`src/rtl/core/cstnh_pkg.sv`:
```
// Shared codes, state type and cell control group for the cost-sorted next-hop table.
package cstnh_pkg;

  // Command codes carried in the request
  localparam logic [1:0] CMD_ADD    = 2'd0;
  localparam logic [1:0] CMD_REMOVE = 2'd1;
  localparam logic [1:0] CMD_QUERY  = 2'd2;

  // Result status codes
  localparam logic [2:0] ST_UPDATED   = 3'd0;
  localparam logic [2:0] ST_INSERTED  = 3'd1;
  localparam logic [2:0] ST_REMOVED   = 3'd2;
  localparam logic [2:0] ST_PRESENT   = 3'd3;
  localparam logic [2:0] ST_NOT_FOUND = 3'd4;
  localparam logic [2:0] ST_FULL      = 3'd5;

  // Fixed field widths
  localparam int CMD_W    = 2;
  localparam int FACE_W   = 16;
  localparam int COST_W   = 32;
  localparam int STATUS_W = 3;
  localparam int POS_W    = 4;
  localparam int COUNT_W  = 5;
  localparam int IN_W     = 56;
  localparam int OUT_W    = 64;

  typedef enum logic {
    CTL_IDLE,
    CTL_APPLY
  } ctl_state_t;

  // Broadcast from the sequencer to every cell
  typedef struct packed {
    logic capture;    // latch compare flags for the incoming request
    logic commit;     // load next contents
    logic do_insert;  // place the request entry at its sorted slot
    logic do_remove;  // close the gap left by the matching entry
  } cell_ctrl_t;

endpackage

```
`src/rtl/core/cstnh_cell.sv`:
```
// One slot of the sorted table: holds an entry and shifts with its neighbors.
module cstnh_cell #(
  parameter int FACE_W = 16
) (
  input  logic                       clk,
  input  logic                       rst,
  input  cstnh_pkg::cell_ctrl_t      ctrl,
  input  logic [FACE_W-1:0]          in_face,
  input  logic [cstnh_pkg::COST_W-1:0] in_cost,
  input  logic [FACE_W-1:0]          new_face,
  input  logic [cstnh_pkg::COST_W-1:0] new_cost,
  input  logic                       left_v,
  input  logic [FACE_W-1:0]          left_face,
  input  logic [cstnh_pkg::COST_W-1:0] left_cost,
  input  logic                       left_before,
  input  logic                       left_lr,
  input  logic                       right_v,
  input  logic [FACE_W-1:0]          right_face,
  input  logic [cstnh_pkg::COST_W-1:0] right_cost,
  input  logic                       right_le,
  input  logic                       ahead,
  output logic                       v,
  output logic [FACE_W-1:0]          face,
  output logic [cstnh_pkg::COST_W-1:0] cost,
  output logic                       match,
  output logic                       le,
  output logic                       lr,
  output logic                       ins_here,
  output logic                       v_next,
  output logic [FACE_W-1:0]          face_next,
  output logic [cstnh_pkg::COST_W-1:0] cost_next
);

  logic                         r_v;
  logic [FACE_W-1:0]            r_face;
  logic [cstnh_pkg::COST_W-1:0] r_cost;
  logic                         rp_v;
  logic [FACE_W-1:0]            rp_face;
  logic [cstnh_pkg::COST_W-1:0] rp_cost;

  // Contents of this slot and of the slot to the left once the matching entry is gone
  assign r_v     = ahead ? v : right_v;
  assign r_face  = ahead ? face : right_face;
  assign r_cost  = ahead ? cost : right_cost;
  assign rp_v    = left_before ? left_v : v;
  assign rp_face = left_before ? left_face : face;
  assign rp_cost = left_before ? left_cost : cost;

  assign lr       = ahead ? le : right_le;
  assign ins_here = ctrl.do_insert & ~lr & left_lr;

  always_comb begin
    v_next    = v;
    face_next = face;
    cost_next = cost;
    if (ctrl.do_insert) begin
      if (lr) begin
        v_next    = r_v;
        face_next = r_face;
        cost_next = r_cost;
      end else if (left_lr) begin
        v_next    = 1'b1;
        face_next = new_face;
        cost_next = new_cost;
      end else begin
        v_next    = rp_v;
        face_next = rp_face;
        cost_next = rp_cost;
      end
    end else if (ctrl.do_remove) begin
      v_next    = r_v;
      face_next = r_face;
      cost_next = r_cost;
    end
  end

  always_ff @(posedge clk) begin
    if (rst) begin
      v <= 1'b0;
    end else if (ctrl.commit) begin
      v <= v_next;
    end
  end

  always_ff @(posedge clk) begin
    if (ctrl.commit) begin
      face <= face_next;
      cost <= cost_next;
    end
    if (ctrl.capture) begin
      match <= v && (face == in_face);
      le    <= v && (cost <= in_cost);
    end
  end

endmodule

```
`src/rtl/core/cost_sorted_next_hop_table_unit.sv`:
```
// Top level of the cost-sorted next-hop table: sequencer, row of cells and result register.
// A request accepted in the idle step has its compare flags captured at accept; in the
//   apply step the row shifts and the result loads into the output register.
// Requests do not overlap: s_tready stays low in the apply step, through the compare-then-shift pass.
// A waiting result lets one request in; that request then holds in the apply step, with
//   s_tready low, until the output slot frees up.
// Reset (rst, synchronous): empties the table and drops any pending result; entry
//   contents are left as they are and are never read while invalid.
module cost_sorted_next_hop_table_unit #(
  parameter int MAX_HOPS  = 16,
  parameter int FACE_BITS = 16
) (
  input  logic                        clk,
  input  logic                        rst,
  input  logic                        s_tvalid,
  output logic                        s_tready,
  // s_tdata, low bit up: cmd[1:0], face_id[17:2], cost[49:18], zero fill[55:50]
  input  logic [cstnh_pkg::IN_W-1:0]  s_tdata,
  output logic                        m_tvalid,
  input  logic                        m_tready,
  // m_tdata, low bit up: status[2:0], position[6:3], entry_count[11:7],
  //   best_face[27:12], best_cost[59:28], zero fill[63:60]
  output logic [cstnh_pkg::OUT_W-1:0] m_tdata
);

  // Faces compare in their low FACE_BITS bits, never wider than the field
  localparam int FW    = (FACE_BITS < cstnh_pkg::FACE_W) ? FACE_BITS : cstnh_pkg::FACE_W;
  localparam int IDX_W = (MAX_HOPS > 1) ? $clog2(MAX_HOPS) : 1;
  localparam int CNT_W = $clog2(MAX_HOPS + 1);

  // Request fields straight off the bus
  logic [cstnh_pkg::CMD_W-1:0]  in_cmd;
  logic [FW-1:0]                in_face;
  logic [cstnh_pkg::COST_W-1:0] in_cost;

  assign in_cmd  = s_tdata[1:0];
  assign in_face = s_tdata[2 +: FW];
  assign in_cost = s_tdata[18 +: cstnh_pkg::COST_W];

  cstnh_pkg::ctl_state_t state, state_next;

  // Held request
  logic [cstnh_pkg::CMD_W-1:0]  req_cmd;
  logic [FW-1:0]                req_face;
  logic [cstnh_pkg::COST_W-1:0] req_cost;

  logic [CNT_W-1:0] count, count_next;

  // Result register
  logic [cstnh_pkg::STATUS_W-1:0] res_status;
  logic [cstnh_pkg::POS_W-1:0]    res_pos;
  logic [cstnh_pkg::COUNT_W-1:0]  res_count;
  logic [cstnh_pkg::FACE_W-1:0]   res_face;
  logic [cstnh_pkg::COST_W-1:0]   res_cost;

  cstnh_pkg::cell_ctrl_t ctrl;

  // Neighbor links, padded by one slot on each end
  logic                         v_ext    [MAX_HOPS+1:0];
  logic [FW-1:0]                face_ext [MAX_HOPS+1:0];
  logic [cstnh_pkg::COST_W-1:0] cost_ext [MAX_HOPS+1:0];
  logic                         le_ext   [MAX_HOPS+1:0];
  logic                         lr_ext   [MAX_HOPS+1:0];
  logic                         bf_ext   [MAX_HOPS+1:0];

  logic [MAX_HOPS-1:0] match_vec;
  logic [MAX_HOPS-1:0] ins_vec;
  logic [MAX_HOPS-1:0] v_vec;
  logic [MAX_HOPS-1:0] before_vec;
  logic [MAX_HOPS-1:0] fill_mask;

  logic                         head_v_next;
  logic [FW-1:0]                head_face_next;
  logic [cstnh_pkg::COST_W-1:0] head_cost_next;

  logic                           found;
  logic                           slot_free;
  logic [IDX_W-1:0]               match_idx;
  logic [IDX_W-1:0]               ins_idx;
  logic [cstnh_pkg::STATUS_W-1:0] status_sel;
  logic [IDX_W-1:0]               pos_sel;

  // Tie off the ends of the row
  assign v_ext[0]             = 1'b0;
  assign face_ext[0]          = '0;
  assign cost_ext[0]          = '0;
  assign le_ext[0]            = 1'b0;
  assign lr_ext[0]            = 1'b1;
  assign bf_ext[0]            = 1'b1;
  assign v_ext[MAX_HOPS+1]    = 1'b0;
  assign face_ext[MAX_HOPS+1] = '0;
  assign cost_ext[MAX_HOPS+1] = '0;
  assign le_ext[MAX_HOPS+1]   = 1'b0;
  assign lr_ext[MAX_HOPS+1]   = 1'b0;
  assign bf_ext[MAX_HOPS+1]   = 1'b1;

  // A slot lies ahead of the matching entry when neither it nor any slot below it matched
  always_comb begin
    for (int i = 0; i < MAX_HOPS; i++) begin
      before_vec[i] = ~|(match_vec & ~({MAX_HOPS{1'b1}} << (i + 1)));
    end
  end

  genvar g;
  generate
    for (g = 0; g < MAX_HOPS; g++) begin : g_cell
      logic                         vn;
      logic [FW-1:0]                fn;
      logic [cstnh_pkg::COST_W-1:0] cn;

      assign bf_ext[g+1] = before_vec[g];
      assign v_vec[g]    = v_ext[g+1];

      cstnh_cell #(
        .FACE_W(FW)
      ) u_cell (
        .clk        (clk),
        .rst        (rst),
        .ctrl       (ctrl),
        .in_face    (in_face),
        .in_cost    (in_cost),
        .new_face   (req_face),
        .new_cost   (req_cost),
        .left_v     (v_ext[g]),
        .left_face  (face_ext[g]),
        .left_cost  (cost_ext[g]),
        .left_before(bf_ext[g]),
        .left_lr    (lr_ext[g]),
        .right_v    (v_ext[g+2]),
        .right_face (face_ext[g+2]),
        .right_cost (cost_ext[g+2]),
        .right_le   (le_ext[g+2]),
        .ahead      (before_vec[g]),
        .v          (v_ext[g+1]),
        .face       (face_ext[g+1]),
        .cost       (cost_ext[g+1]),
        .match      (match_vec[g]),
        .le         (le_ext[g+1]),
        .lr         (lr_ext[g+1]),
        .ins_here   (ins_vec[g]),
        .v_next     (vn),
        .face_next  (fn),
        .cost_next  (cn)
      );

      if (g == 0) begin : g_head
        assign head_v_next    = vn;
        assign head_face_next = fn;
        assign head_cost_next = cn;
      end
    end
  endgenerate

  // Turn the one-hot match and insert flags into slot numbers
  always_comb begin
    match_idx = '0;
    ins_idx   = '0;
    for (int i = 0; i < MAX_HOPS; i++) begin
      if (match_vec[i]) match_idx = match_idx | IDX_W'(i);
      if (ins_vec[i])   ins_idx   = ins_idx | IDX_W'(i);
    end
  end

  assign found     = |match_vec;
  assign slot_free = ~m_tvalid | m_tready;

  // Sequencer: decide the edit, hold it until the output slot frees up
  always_comb begin
    state_next     = state;
    ctrl           = '0;
    status_sel     = cstnh_pkg::ST_NOT_FOUND;
    pos_sel        = '0;
    s_tready       = 1'b0;
    case (state)
      cstnh_pkg::CTL_IDLE: begin
        s_tready     = 1'b1;
        ctrl.capture = s_tvalid;
        if (s_tvalid) state_next = cstnh_pkg::CTL_APPLY;
      end
      cstnh_pkg::CTL_APPLY: begin
        case (req_cmd)
          cstnh_pkg::CMD_ADD: begin
            if (found) begin
              ctrl.do_remove = 1'b1;
              ctrl.do_insert = 1'b1;
              status_sel     = cstnh_pkg::ST_UPDATED;
              pos_sel        = ins_idx;
            end else if (count < CNT_W'(MAX_HOPS)) begin
              ctrl.do_insert = 1'b1;
              status_sel     = cstnh_pkg::ST_INSERTED;
              pos_sel        = ins_idx;
            end else begin
              status_sel     = cstnh_pkg::ST_FULL;
            end
          end
          cstnh_pkg::CMD_REMOVE: begin
            if (found) begin
              ctrl.do_remove = 1'b1;
              status_sel     = cstnh_pkg::ST_REMOVED;
              pos_sel        = match_idx;
            end
          end
          default: begin
            // query, and the unused code acts as one
            if (found) begin
              status_sel = cstnh_pkg::ST_PRESENT;
              pos_sel    = match_idx;
            end
          end
        endcase
        ctrl.commit = slot_free;
        if (slot_free) state_next = cstnh_pkg::CTL_IDLE;
      end
      default: begin
        state_next = cstnh_pkg::CTL_IDLE;
      end
    endcase
  end

  assign count_next = count - CNT_W'(ctrl.do_remove & ~ctrl.do_insert)
                            + CNT_W'(ctrl.do_insert & ~ctrl.do_remove);

  always_ff @(posedge clk) begin
    if (rst) begin
      state    <= cstnh_pkg::CTL_IDLE;
      count    <= '0;
      m_tvalid <= 1'b0;
    end else begin
      state <= state_next;
      if (ctrl.commit) begin
        count    <= count_next;
        m_tvalid <= 1'b1;
      end else if (m_tready) begin
        m_tvalid <= 1'b0;
      end
    end
  end

  // Hold the request; load the result on commit
  always_ff @(posedge clk) begin
    if (ctrl.capture) begin
      req_cmd  <= in_cmd;
      req_face <= in_face;
      req_cost <= in_cost;
    end
    if (ctrl.commit) begin
      res_status <= status_sel;
      res_pos    <= cstnh_pkg::POS_W'(pos_sel);
      res_count  <= cstnh_pkg::COUNT_W'(count_next);
      res_face   <= head_v_next ? cstnh_pkg::FACE_W'(head_face_next) : '0;
      res_cost   <= head_v_next ? head_cost_next : '0;
    end
  end

  assign m_tdata = {4'd0, res_cost, res_face, res_count, res_pos, res_status};

  // Expected valid pattern: the low count slots
  always_comb begin
    for (int i = 0; i < MAX_HOPS; i++) begin
      fill_mask[i] = (CNT_W'(i) < count);
    end
  end

  // Faces are unique, so at most one slot can match
  a_single_match: assert property (@(posedge clk) disable iff (rst)
    (state == cstnh_pkg::CTL_APPLY) |-> $onehot0(match_vec))
    else $error("more than one slot matched the request face");

  // Valid slots always form a prefix as long as the entry count
  a_valid_prefix: assert property (@(posedge clk) disable iff (rst)
    v_vec == fill_mask)
    else $error("valid slots disagree with the entry count");

  // A commit always leaves a result waiting
  a_commit_result: assert property (@(posedge clk) disable iff (rst)
    ctrl.commit |=> m_tvalid)
    else $error("commit without a result");

  // An insert lands in exactly one slot
  a_one_insert: assert property (@(posedge clk) disable iff (rst)
    ctrl.do_insert |-> $onehot(ins_vec))
    else $error("insert slot not unique");

endmodule
```
`config.mk`:
```
export PLATFORM = sky130hd
export DESIGN_NAME = cost_sorted_next_hop_table_unit
export DESIGN_NICKNAME = d
export VERILOG_FILES = /design/src/rtl/core/cstnh_pkg.sv /design/src/rtl/core/cstnh_cell.sv /design/src/rtl/core/cost_sorted_next_hop_table_unit.sv
export SDC_FILE = /design/constraint.sdc
export NUM_CORES = 2
export LEC_CHECK = 0
export BUFFER_PORTS_ARGS = -buffer_cell sky130_fd_sc_hd__buf_4
export CORE_MARGIN = 4
export CORE_UTILIZATION = 30
export CTS_CLUSTER_SIZE = 8
export DETAILED_ROUTE_END_ITERATION = 12
export GPL_ROUTABILITY_DRIVEN = 0
export HOLD_SLACK_MARGIN = 0.05
export PLACE_DENSITY = 0.5
export SETUP_SLACK_MARGIN = 0.15
export SLEW_MARGIN = 30
export SYNTH_ARGS = -nofsm -noshare
export SYNTH_HDL_FRONTEND = slang
export SYNTH_HIERARCHICAL = 1
export SYNTH_SLANG_ARGS = --single-unit
```
`constraint.sdc`:
```
create_clock -name clk -period 30.6 [get_ports clk]
set_input_delay 6.12 -clock clk [delete_from_list [all_inputs] [get_ports clk]]
set_output_delay 6.12 -clock clk [all_outputs]
set_load 0.05 [all_outputs]
```
==> metrics <==
FILL cells 25715; fraction of layout cells with a size suffix above 1 6.21%; Clock Pin Slew Worst Setup and Hold Paths 0.05 ns; P_leak between 20 and 30 nW; Max Clk Rate 98.4 MHz; P&R area growth vs syn 10.3%; Setup violations, final 0; Cells after Synth 8047; Mapped Area around 74000 um^2; crit path max fanout 68; num ports 126; Starting Density 30.2%; largest net degree at the start of global routing 99; syn avg cell area 9.25 um^2; Slew Limit Fails 0; HPWL Detailed 175 mm; port bufs 115; router iterations before antenna repair 6; post-CTS sizing 0; cell mode on critical path buf_4; Req. time, crit path 31.00 ns; WL/cell 20.9 um; unrepaired setup endpoints after global routing false; die area 256000 um^2; Fin. Hold Viols 0; gr usage total 17.5%; status completed; Remaining Overflow, GRT 0; via count 64181; initial DRC count 4453; initial antenna violation count 3; critical path, cell by cell buf_4, nand2b_1, and2_4, buf_4, buf_4, buf_4, buf_4; Tcrit/Tclk final between 30% and 40%; vias per cell between 5 and 6; number of global-route vias before repair 62372; Rows 182; CTS tree built; Final #Nets roughly 8500; hold buffers post-CTS 0; clk root buf clkbuf_16; slew of the pin with the lowest slew margin 1.00 ns; Clock Path Buffers 3; Die Width slightly above 500 um; Post-Route Skew about 0.026 ns; Slew HR 33.1%; Startpoint Class input pin; design area between 80000 and 90000 um^2; Max VDD drop between 0.05 and 0.06 mV; crit-path max cell delay 0.85 ns; Skew-Pair Late Insertion Delay 0.78 ns; hold crit path type register to register; CP arrival ~11 ns; slowest stage cell, crit path buf_4; Routed WL 236 mm; Multi-input gate area between 40000 and 50000 um^2; Reg area about 28000 um^2; placed cell area 78100 um^2; pwr/cell area 48.6 nW/um^2; Post-CTS Setup Repair Bufs 0; Crit Path Class input pin to register; first-pass GRT wire length 363 mm; clk sinks 933; drt drc 0; total CTS buffers 137; H-tree levels 4; Final ANT Viol Nets 0; Ys Warns 6; Tot Pwr between 0.003 and 0.004 W; core box area 246000 um^2; Die H 506 um; minimum clock period 10.17 ns; setup TNS 0 ns; maxcap violations 0; crit path capture type register
==> layout by cell type (no fill, tap or decap), types with 19 or more instances in the layout <==
cell type,count
a211oi_1,49
a21oi_1,970
a221oi_1,32
a32oi_1,736
and2_1,49
and3_1,31
buf_4,208
clkbuf_1,55
clkbuf_16,141
conb_1,106
dfxtp_1,23
edfxtp_1,910
ha_1,517
inv_1,553
mux2i_1,803
nand2_1,161
nand2b_1,36
nand3_1,99
nand4_1,160
nor2_1,874
nor2_4,22
nor2b_1,48
nor3_1,19
nor4_1,75
o21ai_0,500
o21ai_1,320
xnor2_1,196
xor2_1,64
==> sequential cells by signal, indices dropped and copies added (netlist names), 32 cells and up <==
name	cells
g_cell.u_cell/cost	512
req_cost	32
g_cell.u_cell/face	256
res_cost	32
==> final timing paths <==
path                                          from                                  to  slack [ns]  cells past startpoint
hold reg to reg              count[0]$_SDFFE_PP0P_               count[0]$_SDFFE_PP0P_        0.50                      2
setup reg to reg  g_cell[1].u_cell/match$_DFFE_PP_            res_pos[2]$_SDFFCE_PN0P_       25.05                     12
hold / removal               count[0]$_SDFFE_PP0P_               count[0]$_SDFFE_PP0P_        0.50                      2
setup / recovery                          m_tready  g_cell[0].u_cell/cost[5]$_DFFE_PP_       20.43                      7
==> worst max-delay path: cells and delay by family <==
family	cells	cell delay (ns)
buffers and inverters	5	3.20
AND/OR/NAND/NOR	2	0.97
==> cell type report <==
type                    instances  area share, %
multi-input cells            6055           51.7
flip-flops and latches        933           33.8
clock buffers                 198           4.58
inverters                     573           2.63
repair buffers                220           2.14
well taps                    3312           5.04
diodes                          2        0.00609
clock inverters                11          0.125
==> routing by layer <==
metal	track usage [%]	wire (um)	share of wire [%]
met1	22.8	105000	44
met4	5.10	6350	2.7
met2	30.5	116000	49
met5	0	0	0
met3	1.78	8770	3.7
==> through the flow <==
step	worst slack (ns)	hold slack, ns	utilization [%]	std cells
floorplan	13.35	0.467	-	8151
global placement	19.65	0.485	31.7	11089
detailed placement	19.59	0.495	31.7	11090
CTS	20.41	0.508	33.3	11299
global route	20.18	0.549	33.3	11303
finish	20.43	0.501	33.3	11304
==> report_power, final <==
part | switching (W) | internal, W
Combinational | 0.000531 | 0.000317
Clock | 0.000600 | 0.000841
Sequential | 0.000151 | 0.00155
Total | 0.00128 | 0.00271
Note: power is estimated with default switching activity, not from simulation.
